`src/rtl/core/windowed_majority_consensus_defines.svh`:
```
// ----------------------------------------------------------------------------
// windowed majority consensus assertion macros
// shared wrappers for clocked concurrent checks
// ----------------------------------------------------------------------------
`ifndef WINDOWED_MAJORITY_CONSENSUS_DEFINES_SVH
`define WINDOWED_MAJORITY_CONSENSUS_DEFINES_SVH

// same-cycle implication, checked outside reset
`define WMC_ASSERT_SAME(lbl, ante, cons, msg) \
    lbl: assert property (@(posedge i_clk) disable iff (!i_rst_n) (ante) |-> (cons)) \
        else $error(msg);

// next-cycle implication, checked outside reset
`define WMC_ASSERT_NEXT(lbl, ante, cons, msg) \
    lbl: assert property (@(posedge i_clk) disable iff (!i_rst_n) (ante) |=> (cons)) \
        else $error(msg);

`endif

```
`src/rtl/core/wmc_pkg.sv`:
```
// ----------------------------------------------------------------------------
// wmc_pkg
// shared widths, codes and controller/datapath structs
// ----------------------------------------------------------------------------
package wmc_pkg;

    localparam int POS_W  = 40;
    localparam int BASE_W = 3;
    localparam int CFG_W  = 13;

    localparam logic [BASE_W-1:0] NO_VOTES  = 3'd5;
    localparam logic [CFG_W-1:0]  CAP_RESET = 13'd4096;
    localparam int                VOTE_N    = 5;

    localparam logic OP_APPEND = 1'b0;
    localparam logic OP_QUERY  = 1'b1;

    // commands from controller to datapath
    typedef struct packed {
        logic accept;
        logic write_base;
        logic drop_all;
        logic evict;
        logic commit;
        logic drop_read;
        logic q_issue;
        logic load_out;
    } t_cmd;

    // status from datapath to controller
    typedef struct packed {
        logic is_query;
        logic eor;
        logic too_long;
        logic cur_ge_cap;
        logic fit_needed;
        logic table_full;
        logic q_more;
        logic q_done;
        logic out_free;
    } t_stat;

endpackage

```
`src/rtl/core/wmc_ctrl.sv`:
```
// ----------------------------------------------------------------------------
// wmc_ctrl
// sequencer for append, eviction, commit and query scan
// ----------------------------------------------------------------------------
module wmc_ctrl (
    input  logic           i_clk,
    input  logic           i_rst_n,
    input  logic           i_in_valid,
    output logic           o_in_ready,
    input  wmc_pkg::t_stat i_stat,
    output wmc_pkg::t_cmd  o_cmd
);
    typedef enum logic [7:0] {
        S_IDLE     = 8'b0000_0001,
        S_APPEND   = 8'b0000_0010,
        S_FIT      = 8'b0000_0100,
        S_FIT_EV   = 8'b0000_1000,
        S_CLOSE    = 8'b0001_0000,
        S_CLOSE_EV = 8'b0010_0000,
        S_QRUN     = 8'b0100_0000,
        S_FINISH   = 8'b1000_0000
    } t_state;

    t_state r_state, n_state;

    always_ff @(posedge i_clk) begin
        if (!i_rst_n) begin
            r_state <= S_IDLE;
        end else begin
            r_state <= n_state;
        end
    end

    always_comb begin
        n_state    = r_state;
        o_cmd      = '0;
        o_in_ready = 1'b0;
        unique case (r_state)
            S_IDLE: begin
                o_in_ready = 1'b1;
                if (i_in_valid) begin
                    o_cmd.accept = 1'b1;
                    n_state      = S_APPEND;
                end
            end
            S_APPEND: begin
                if (i_stat.is_query) begin
                    n_state = S_QRUN;
                end else begin
                    if (!i_stat.too_long) begin
                        if (i_stat.cur_ge_cap) begin
                            o_cmd.drop_all = 1'b1;
                        end else begin
                            o_cmd.write_base = 1'b1;
                        end
                    end
                    n_state = S_FIT;
                end
            end
            S_FIT: begin
                if (i_stat.fit_needed) begin
                    n_state = S_FIT_EV;
                end else if (i_stat.eor) begin
                    n_state = S_CLOSE;
                end else begin
                    n_state = S_FINISH;
                end
            end
            S_FIT_EV: begin
                o_cmd.evict = 1'b1;
                n_state     = S_FIT;
            end
            S_CLOSE: begin
                if (i_stat.too_long) begin
                    o_cmd.drop_read = 1'b1;
                    n_state         = S_FINISH;
                end else if (i_stat.table_full) begin
                    n_state = S_CLOSE_EV;
                end else begin
                    o_cmd.commit = 1'b1;
                    n_state      = S_FINISH;
                end
            end
            S_CLOSE_EV: begin
                o_cmd.evict = 1'b1;
                n_state     = S_CLOSE;
            end
            S_QRUN: begin
                o_cmd.q_issue = i_stat.q_more;
                if (i_stat.q_done) begin
                    n_state = S_FINISH;
                end
            end
            S_FINISH: begin
                if (i_stat.out_free) begin
                    o_cmd.load_out = 1'b1;
                    n_state        = S_IDLE;
                end
            end
            default: n_state = S_IDLE;
        endcase
    end
endmodule

```
`config.mk`:
```
export PLATFORM = sky130hd
export DESIGN_NAME = wmc_ctrl
export DESIGN_NICKNAME = d
export VERILOG_FILES = /design/src/rtl/core/windowed_majority_consensus_defines.svh /design/src/rtl/core/wmc_pkg.sv /design/src/rtl/core/wmc_ctrl.sv
export SDC_FILE = /design/constraint.sdc
export NUM_CORES = 1
export LEC_CHECK = 0
export BUFFER_PORTS_ARGS = -buffer_cell sky130_fd_sc_hd__buf_2
export CORE_AREA = 5 5 42 44
export DETAILED_ROUTE_END_ITERATION = 16
export DIE_AREA = 0 0 47 49
export PLACE_DENSITY_LB_ADDON = 0.05
export SLEW_MARGIN = 10
export SYNTH_ARGS = -nofsm -noshare
export SYNTH_HDL_FRONTEND = slang
export SYNTH_SLANG_ARGS = --single-unit
export TNS_END_PERCENT = 5
```
`constraint.sdc`:
```
create_clock -name i_clk -period 1.7 [get_ports i_clk]
set_input_delay 0.255 -clock i_clk [delete_from_list [all_inputs] [get_ports i_clk]]
set_output_delay 0.255 -clock i_clk [all_outputs]
set_load 0.05 [all_outputs]
```
## Yosys cells after proc, flatten, opt, wreduce, memory -nomap -nowiden

Index checks and enable logic that the tools add are counted.

- Equal/unequal tests: 11
- Muxes and demuxes: 25
- Reductions and logical operators: 2

Operators by type and width:

| cell | number |
|---|---|
| case mux 8 bit (8 select lines) | 1 |
| two-way mux 8 bit | 7 |
| two-way mux 1 bit | 12 |
| == test 8 x 1 -> 1 bit, second input constant | 1 |
| == test 8 x 2 -> 1 bit, second input constant | 1 |
| == test 8 x 3 -> 1 bit, second input constant | 1 |
| == test 8 x 4 -> 1 bit, second input constant | 1 |
| == test 8 x 5 -> 1 bit, second input constant | 1 |
| == test 8 x 6 -> 1 bit, second input constant | 1 |
| == test 8 x 7 -> 1 bit, second input constant | 1 |
| == test 8 bit, second input constant | 1 |
| two-way mux 2 bit | 4 |
| two-way mux 7 bit | 1 |
| inequality test 2 bit, second input constant | 3 |
| AND reduction 3 bit | 1 |
| OR reduction 2 bit | 1 |

- Input port bits: 12
- Bits in registers: 8
- Logic and storage cells: 39

## Depth between registers and ports, before layout

Gate-level depths: netlist (run 1).

- Depth after elaboration: 4
- Depth in mapped cells: 5

## Least setup slack after synthesis (run 1)

Ideal clock, no wire load.

- Path type: reg2out
- Start point: reg r_state[3]
- End point: out o_cmd[5] in the netlist's numbering
- Arrival: 2.560 ns
- Stages on the path, launching flop included: 5
- Setup slack: -1.115 ns
- Path through: dfxtp_1 buf_6 nor4_4 nand3_1 nor4b_1

RTL lines:

| element | line | source |
|---|---|---|
| from (decl) | wmc_ctrl.sv:24 | `t_state r_state, n_state;` |
| from (signal assigned) | wmc_ctrl.sv:30 | `r_state <= n_state;` |
| to (decl) | wmc_ctrl.sv:11 | `output wmc_pkg::t_cmd o_cmd` |

==> impl_metrics.py, run 1 <==
metrics = {
    "global_routing": {
        "antenna_found_initial": 0,
        "overflow": 0,
        "grt_pass1_vias": 586,
        "grt_first_pass_wirelength_um": 2359,
        "grt_max_degree": 9,
        "grt_usage": 0.1384,
    },
    "layout": {
        "reg_top3": "r_state: 8 flops",
        "final_cells": 113,
        "area_delta_synth_final_pct": 58.29,
        "final_util": 0.6134,
        "fillerInstances": 136,
        "layout.nets": 111,
        "multiInputGateArea_sq_um": 426.7,
        "largest_register": "r_state",
        "insertedDiodeCount": 0,
        "drive_above_1_share": 0.5155,
        "largest_reg_flops": 8,
        "final_area_sq_um": 859.6,
        "layout_common_cells": "buf_2, buf_4, dfxtp_1",
        "seq_area_sq_um": 161.4,
    },
    "clock_network": {
        "cts_buffer_depth": 2,
        "cts_sinks": 8,
        "clock_latency_ns": 0.25,
        "tritoncts": "built",
        "htreeDepth": 1,
        "cts.reportedPaths.clkPinSlew_ns": 0.05,
        "cts_hold_buf": 0,
        "cts_made_buffers": 3,
        "cts-root-buf": "clkbuf_4",
    },
    "detailed_routing": {
        "routed_wl_um": 1472,
        "drcViolationCount": 0,
        "drt_iter0_markers": 4,
        "wl_per_cell_um": 13.03,
        "final_antenna_net_count": 0,
        "via_count": 599,
        "routed_via_density": 5.301,
        "drt-pass1-iter-count": 2,
    },
    "place": {
        "finalWeightedCongestion": 0.7902,
        "postPlaceCellArea_sq_um": 734.5,
        "dp_hpwl_um": 1163,
        "port_buffers": 20,
        "placed_cells": 108,
        "dp_slack_ns": 0.05359,
    },
    "sta": {
        "skew_ns": 0.0007830,
        "hold_violations": 0,
        "timing.hold.ws_ns": 0.2455,
        "setup_viol": 6,
        "worst-slew-pin-transition_ns": 0.3320,
        "relSlewSlack": 0.7755,
        "rsz0062_at_grt": "true",
        "slew_viol_final": 0,
        "fmax_mhz": 554.7,
        "setup_ws_ns": -0.1029,
        "finalCritPeriodShare": 1.061,
        "min_period_ns": 1.803,
        "tns_ns": -0.3945,
    },
    "run_status": {
        "violations": "setup timing",
        "status": "finished, violations left",
    },
    "min_path": {
        "hp-class": "in2reg",
    },
    "logic_synthesis": {
        "yosysWarnings": 0,
        "synth_area_sq_um": 543.0,
        "synthMuxAreaShare": 0,
        "ys_types": 34,
        "synth_top_family_by_area": "simple AND/OR/NAND/NOR gates",
        "synth_area_per_cell_sq_um": 8.105,
        "yosys.area_share.xor_xnor": 0.04839,
        "synth_fp_nets": 79,
        "synthCells": 67,
        "synth_compound_area_frac": 0.1705,
        "ys_seq_area_frac": 0.2949,
        "synthSimpleGateAreaFrac": 0.4355,
        "synth-seq-cells": 8,
        "synthAdderAreaFrac": 0,
    },
    "die": {
        "start_util": 0.3875,
        "ioPinCount": 21,
        "design.core.area_sq_mm": 0.001401,
        "die_area_sq_mm": 0.002303,
        "row_count": 14,
        "die_y_um": 49,
        "die-width_um": 47,
    },
    "power_and_ir_drop": {
        "finalPower_mw": 0.6959,
        "p_leak_nw": 0.3559,
        "ir_drop_v": 0.0005167,
        "power-per-cell-area_mw_per_mm2": 809.6,
    },
    "setup_path": {
        "path_max_fanout": 3,
        "start_kind": "register",
        "end_kind": "primary output",
        "cp.arrival_ns": 1.55,
        "cp.required_ns": 1.44,
        "critPathKind": "reg2out",
    },
    "run": {
        "max-cap-violations": 0,
    },
}
[cell usage after synthesis]
cell	number	area share
dfxtp_1	8	0.29
nor2_1	8	0.055
nor3_1	6	0.055
and2_1	3	0.035
nand2_1	3	0.021
nand4_1	3	0.035
o21ai_0	3	0.028
a21oi_1	2	0.018
inv_1	2	0.014
nor2b_1	2	0.023
nor4b_1	2	0.032
o21a_1	2	0.028
xor2_1	2	0.032
a2bb2oi_1	1	0.016
and3_1	1	0.012
buf_2	1	0.0092
buf_6	1	0.021
clkbuf_1	1	0.0069
nand2_2	1	0.012
nand2b_1	1	0.012
nand3_1	1	0.0092
nand3b_1	1	0.014
nand4b_1	1	0.016
nor3b_1	1	0.014
nor4_1	1	0.012
nor4_4	1	0.039
o2111ai_1	1	0.016
o221ai_2	1	0.028
o311a_2	1	0.021
o32ai_1	1	0.016
or2b_1	1	0.014
or3_1	1	0.012
or3b_2	1	0.016
xnor2_1	1	0.016
[power breakdown]
part           internal [mW]  switching [mW]  total (mW)
Clock                 0.0808          0.0640       0.145
Sequential             0.202          0.0216       0.223
Combinational          0.150           0.178       0.328
[cells by family (layout without fill, tap and decap cells)]
| kind of cell | Yosys count | count (layout) |
|---|---|---|
| buffers and inverters | 5 | 35 |
| AOI/OAI and AO/OA | 12 | 12 |
| DFF | 8 | 8 |
| xor gates and xnor gates | 3 | 3 |
| and+or+nand+nor | 39 | 39 |
[worst max-delay path, stage by stage (launching register included)]
cell and delay [ns]:
dfxtp_2 0.33, nor4_4 0.30, buf_4 0.17, nand4b_1 0.11
inv_1 0.10, and2_4 0.15, buf_8 0.14
[what timing repair did]
action	in CTS	in global routing
cloned	0	0
endpoints found under the setup margin	9	12
buffers inserted	2	0
pin swaps	3	2
resized for setup	18	6
[final cells by class]
class / count / area share
clock buffer: 3 / 0.02620
timing repair buffer: 30 / 0.2576
multi-input combinational: 54 / 0.4964
sequential: 8 / 0.1878
inverter: 2 / 0.008734
tap: 16 / 0.02329
[routing by layer]
metal,GRT usage,vias to the layer above,share of wire
li1,-,310,-
met1,0.1729,275,0.43
met2,0.2262,12,0.51
met5,0,-,0
met3,0.01107,2,0.051
met4,0.06912,0,0.0068
[path summary, 6_finish.rpt]
path | start | end | slack [ns] | cells past startpoint
worst max register to register | r_state[5] | r_state[0] | 0 | 8
worst min-delay path | i_stat[4] | r_state[3] | 0.25 | 3
worst max-delay path | r_state[5] | o_cmd[7] | -0.10 | 6
worst min register to register | r_state[6] | r_state[6] | 0.73 | 3
Power figures use the tool's default switching activity.
==> inputs of run 2 (changes only) <==
--- a/config.mk
+++ b/config.mk
@@ -5,11 +5,14 @@
 export SDC_FILE = /design/constraint.sdc
 export NUM_CORES = 1
 export LEC_CHECK = 0
+export ABC_CLOCK_PERIOD_IN_PS = 1700
 export BUFFER_PORTS_ARGS = -buffer_cell sky130_fd_sc_hd__buf_2
-export CORE_AREA = 5 5 42 44
+export CELL_PAD_IN_SITES_DETAIL_PLACEMENT = 1
+export CELL_PAD_IN_SITES_GLOBAL_PLACEMENT = 1
+export CORE_MARGIN = 5
+export CORE_UTILIZATION = 32
 export DETAILED_ROUTE_END_ITERATION = 16
-export DIE_AREA = 0 0 47 49
-export PLACE_DENSITY_LB_ADDON = 0.05
+export PLACE_DENSITY_LB_ADDON = 0.1
 export SLEW_MARGIN = 10
 export SYNTH_ARGS = -nofsm -noshare
 export SYNTH_HDL_FRONTEND = slang
==> impl_metrics.py, run 2 (same netlist as run 1, synthesis figures left out) <==
metrics = {
    "global_routing": {
        "overflow": 0,
        "grt_pass1_vias": 620,
        "antenna_found_initial": 0,
        "grt_first_pass_wirelength_um": 2794,
        "grt_max_degree": 9,
        "grt_usage": 0.1427,
    },
    "detailed_routing": {
        "dr_wl_met3_um": 79,
        "met1_length_um": 723,
        "routed_via_density": 5.301,
        "final_antenna_net_count": 0,
        "drcViolationCount": 0,
        "wl_per_cell_um": 14.65,
        "routed_wl_um": 1656,
        "drt-pass1-iter-count": 3,
        "via_count": 599,
        "drt_iter0_markers": 2,
        "met2_length_um": 844,
        "highest_layer": "met4",
    },
    "layout": {
        "drive_above_1_share": 0.5052,
        "largest_register": "r_state",
        "fillerInstances": 196,
        "largest_reg_flops": 8,
        "insertedDiodeCount": 0,
        "reg_top3": "r_state: 8 flops",
        "area_delta_synth_final_pct": 53.23,
        "layout_commonest_cell": "buf_4",
        "layout.nets": 111,
        "final_area_sq_um": 832.0,
        "layout_common_cells": "buf_4, buf_2, dfxtp_1",
        "final_cells": 113,
    },
    "setup_path": {
        "cp.required_ns": 1.44,
        "start_kind": "register",
        "path_max_fanout": 3,
        "cp.arrival_ns": 1.58,
        "end_kind": "primary output",
        "critPathLaunch": "r_state[5]",
        "rrSetupSlack_ns": 0.11,
        "r2r_start": "r_state[5]",
        "critPathKind": "reg2out",
    },
    "min_path": {
        "min-delay-start": "i_stat[4]",
        "hp-class": "in2reg",
    },
    "die": {
        "start_util": 0.3483,
        "design.core.area_sq_mm": 0.001559,
        "die_y_um": 51.20,
        "row_count": 14,
        "die-width_um": 51.20,
        "die_area_sq_mm": 0.002621,
        "ioPinCount": 21,
    },
    "power_and_ir_drop": {
        "power-per-cell-area_mw_per_mm2": 797.7,
        "p_leak_nw": 0.3506,
        "ir_drop_v": 0.0008188,
    },
    "clock_network": {
        "cts-root-buf": "clkbuf_4",
        "cts_sinks": 8,
        "clock_latency_ns": 0.26,
        "htreeDepth": 1,
        "cts.reportedPaths.clkPinSlew_ns": 0.06,
        "cts_made_buffers": 3,
        "tritoncts": "built",
        "cts_buffer_depth": 2,
    },
    "place": {
        "postPlaceCellArea_sq_um": 742.0,
        "dp_hpwl_um": 1356,
        "finalWeightedCongestion": 0.7030,
        "port_buffers": 20,
        "placed_cells": 109,
    },
    "sta": {
        "timing.hold.ws_ns": 0.2447,
        "hold_violations": 0,
        "fmax_mhz": 545.6,
        "finalCritPeriodShare": 1.078,
        "setup_viol": 6,
        "setup_ws_ns": -0.1330,
        "skew_ns": 0.01129,
        "relSlewSlack": 0.8226,
        "rsz0062_at_grt": "true",
        "min_period_ns": 1.833,
        "slew_viol_final": 0,
        "worst-slew-pin-transition_ns": 0.2625,
    },
    "run_status": {
        "violations": "setup timing",
        "status": "finished, violations left",
    },
    "run": {
        "max-cap-violations": 0,
    },
}
run 2: final timing paths:
path                              endpoint  depth (start not counted)
worst max-delay path              o_cmd[7]                          6
worst min-delay path            r_state[3]                          3
worst max register to register  r_state[7]                          5
worst min register to register  r_state[6]                          3
run 2: layout make-up:
class                   instances  area (sq um)  area share
clock buffers                   3         22.52     0.02707
inverters                       2         7.507    0.009023
multi-input cells              54         406.6      0.4887
flip-flops and latches          8         161.4      0.1940
well taps                      16         20.02     0.02406
repair buffers                 30         214.0      0.2571
run 2: report_power, final:
part	switching, mW	internal, mW	leakage [nW]
Combinational	0.169	0.128	0.271
Clock	0.0652	0.0808	0.0138
Sequential	0.0190	0.202	0.0655
Total	0.253	0.411	0.351
run 2: critical path: stages, from the launching register on:
cell and delay (ns):
dfxtp_2 0.33, nor4_4 0.32, buf_4 0.18, nand4b_1 0.11, inv_1 0.09, and2_4 0.14
buf_8 0.13
run 2: what timing repair did:
action	4_1_cts	5_1_grt
gates resized for setup	15	5
gates cloned	0	0
buffers inserted	1	0
pin swaps	4	2
hold buffers	0	0
hold endpoints to repair	0	0
setup endpoints to repair	9	9
run 2: through the flow:
| stage | worst slack (ns) | total power, mW | TNS, ns | util |
|---|---|---|---|---|
| finish | -0.1330 | 0.6637 | -0.5025 | 0.5337 |
| global route | -0.2264 | 0.7137 | -1.318 | 0.5337 |
| CTS | -0.1493 | 0.6635 | -0.8259 | 0.5233 |
| detailed placement | -0.01831 | 0.4890 | -0.01831 | 0.4759 |
| global placement | 0.07855 | 0.4853 | 0 | 0.4759 |
| floorplan | -0.3904 | 0.3904 | -1.434 | - |
run 2: metal layers:
layer / GRT usage / up-vias
met1: 0.1643 / 274
met5: 0 / -
met2: 0.2468 / 12
met4: 0.01794 / 0
li1: - / 311
met3: 0.06686 / 2
==> inputs of run 3 (changes only) <==
--- a/config.mk
+++ b/config.mk
@@ -12,7 +12,7 @@
 export CORE_MARGIN = 5
 export CORE_UTILIZATION = 32
 export DETAILED_ROUTE_END_ITERATION = 16
-export PLACE_DENSITY_LB_ADDON = 0.1
+export PLACE_DENSITY = 0.73
 export SLEW_MARGIN = 10
 export SYNTH_ARGS = -nofsm -noshare
 export SYNTH_HDL_FRONTEND = slang
==> impl_metrics.py, run 3 (same netlist as run 1, synthesis figures left out) <==
metrics = {
    "min_path": {
        "hp-class": "in2reg",
        "hold_depth": 3,
        "min-delay-start": "i_stat[4]",
        "holdPathEnd": "r_state[3]",
    },
    "detailed_routing": {
        "drt_iter0_markers": 6,
        "routed_via_density": 5.558,
        "via_count": 628,
        "drt-pass1-iter-count": 4,
        "final_antenna_net_count": 0,
        "routed_wl_um": 1839,
        "wl_per_cell_um": 16.27,
        "drcViolationCount": 0,
    },
    "setup_path": {
        "timing.rr.end": "r_state[0]",
        "path_max_fanout": 3,
        "cp.required_ns": 1.44,
        "cp.arrival_ns": 1.60,
        "r2r_start": "r_state[3]",
        "end_kind": "primary output",
        "rrSetupSlack_ns": -0.06,
        "critPathKind": "reg2out",
        "start_kind": "register",
        "r2r_cells": 8,
    },
    "layout": {
        "largest_register": "r_state",
        "area_delta_synth_final_pct": 61.29,
        "largest_reg_flops": 8,
        "layout_common_cells": "buf_2, buf_4, buf_6",
        "layout_commonest_cell": "buf_2",
        "final_area_sq_um": 875.8,
        "reg_top3": "r_state: 8 flops",
        "insertedDiodeCount": 0,
        "final_cells": 113,
        "drive_above_1_share": 0.5567,
        "final_util": 0.5618,
        "layout.nets": 111,
    },
    "power_and_ir_drop": {
        "p_int_mw": 0.4477,
        "p_clk_frac": 0.218,
        "pwr-share-seq": 0.300,
        "power-per-cell-area_mw_per_mm2": 848.6,
        "ir_drop_v": 0.0006068,
        "netSwitchingFraction": 0.3976,
        "pwr-share-comb": 0.482,
        "finalPower_mw": 0.7433,
        "switchingPower_mw": 0.2955,
        "p_leak_nw": 0.3598,
    },
    "global_routing": {
        "overflow": 0,
        "antenna_found_initial": 0,
        "grt_usage": 0.1677,
        "grt_pass1_vias": 687,
        "grt_first_pass_wirelength_um": 3256,
        "grt_max_degree": 9,
    },
    "place": {
        "finalWeightedCongestion": 0.7446,
        "port_buffers": 20,
        "dp_hpwl_um": 1318,
        "postPlaceCellArea_sq_um": 734.5,
        "placed_cells": 108,
        "dp_slack_ns": 0.007958,
    },
    "clock_network": {
        "cts_buffer_depth": 2,
        "htreeDepth": 1,
        "tritoncts": "built",
        "cts-root-buf": "clkbuf_4",
        "clock_latency_ns": 0.27,
        "cts_made_buffers": 3,
        "cts.reportedPaths.clkPinSlew_ns": 0.06,
        "cts_hold_buf": 0,
        "cts_sinks": 8,
    },
    "sta": {
        "skew_ns": 0.005866,
        "min_period_ns": 1.857,
        "setup_viol": 8,
        "finalCritPeriodShare": 1.093,
        "worst-slew-pin-transition_ns": 0.3077,
        "fmax_mhz": 538.4,
        "slew_viol_final": 0,
        "relSlewSlack": 0.7949,
        "setup_ws_ns": -0.1574,
        "rsz0062_at_grt": "true",
        "hold_violations": 0,
    },
    "die": {
        "die-width_um": 51.20,
        "die_area_sq_mm": 0.002621,
        "design.core.area_sq_mm": 0.001559,
        "start_util": 0.3483,
        "ioPinCount": 21,
        "die_y_um": 51.20,
        "row_count": 14,
    },
    "run": {
        "max-cap-violations": 0,
    },
    "run_status": {
        "violations": "setup timing",
        "status": "finished, violations left",
    },
}
-- run 3: changes by cell type in the layout (fill, tap and decap cells not counted), moves of 2 or more --
cell	delta
buf_4	-3
buf_6	+3
dfxtp_1	-2
dfxtp_2	+2
-- run 3: timing repair --
| item | in CTS | in global routing |
|---|---|---|
| setup endpoints to repair | 9 | 12 |
| endpoints found under the hold margin | 0 | 0 |
| buffers inserted | 2 | 0 |
| gates resized for setup | 21 | 10 |
| pin swaps | 4 | 3 |
-- run 3: worst max-delay path by stage --
stage,cells past startpoint,from,slack (ns),to
after floorplan,4,r_state[3],-0.39,o_cmd[6]
after CTS,6,r_state[5],-0.12,o_cmd[7]
after global placement,4,r_state[2],0.04,o_cmd[5]
after detailed placement,4,r_state[2],0.008,o_cmd[5]
final,6,r_state[3],-0.16,o_cmd[7]
after global routing,6,r_state[3],-0.27,o_cmd[7]
-- run 3: power by group through the flow --
stage          logic [mW]  clock network [mW]  registers [mW]
6_report            0.359               0.162           0.223
5_1_grt             0.384               0.178           0.225
4_1_cts             0.344               0.159           0.220
3_5_place_dp        0.269                   0           0.222
3_3_place_gp        0.262                   0           0.221
2_1_floorplan       0.170                   0           0.221
-- run 3: critical path, cell delays in order, from the launching register on --
cell and delay (ns):
dfxtp_2 0.34, nor4_4 0.30, buf_4 0.17, nand4b_1 0.14, inv_1 0.10, and2_4 0.15, buf_8 0.14
-- run 3: final cells by class --
class	instances	area [sq um]
fill	193	683.2
multi-input combinational	54	436.7
timing repair buffer	30	225.2
sequential	8	163.9
clock buffer	3	22.52
tap	16	20.02
inverter	2	7.507
-- run 3: metal layers --
layer	track usage	wire [um]	part of all wire
met4	0.08072	18	0.0098
met2	0.2661	883	0.48
met3	0.03198	79	0.043
met1	0.2172	858	0.47
met5	0	0	0
-- run 3: metrics by stage --
step	hold WS [ns]	TNS, ns
floorplan	0.3453	-1.434
global placement	0.4968	0
detailed placement	0.5055	0
CTS	0.2360	-0.5342
global route	0.2468	-1.752
finish	0.2298	-0.6631
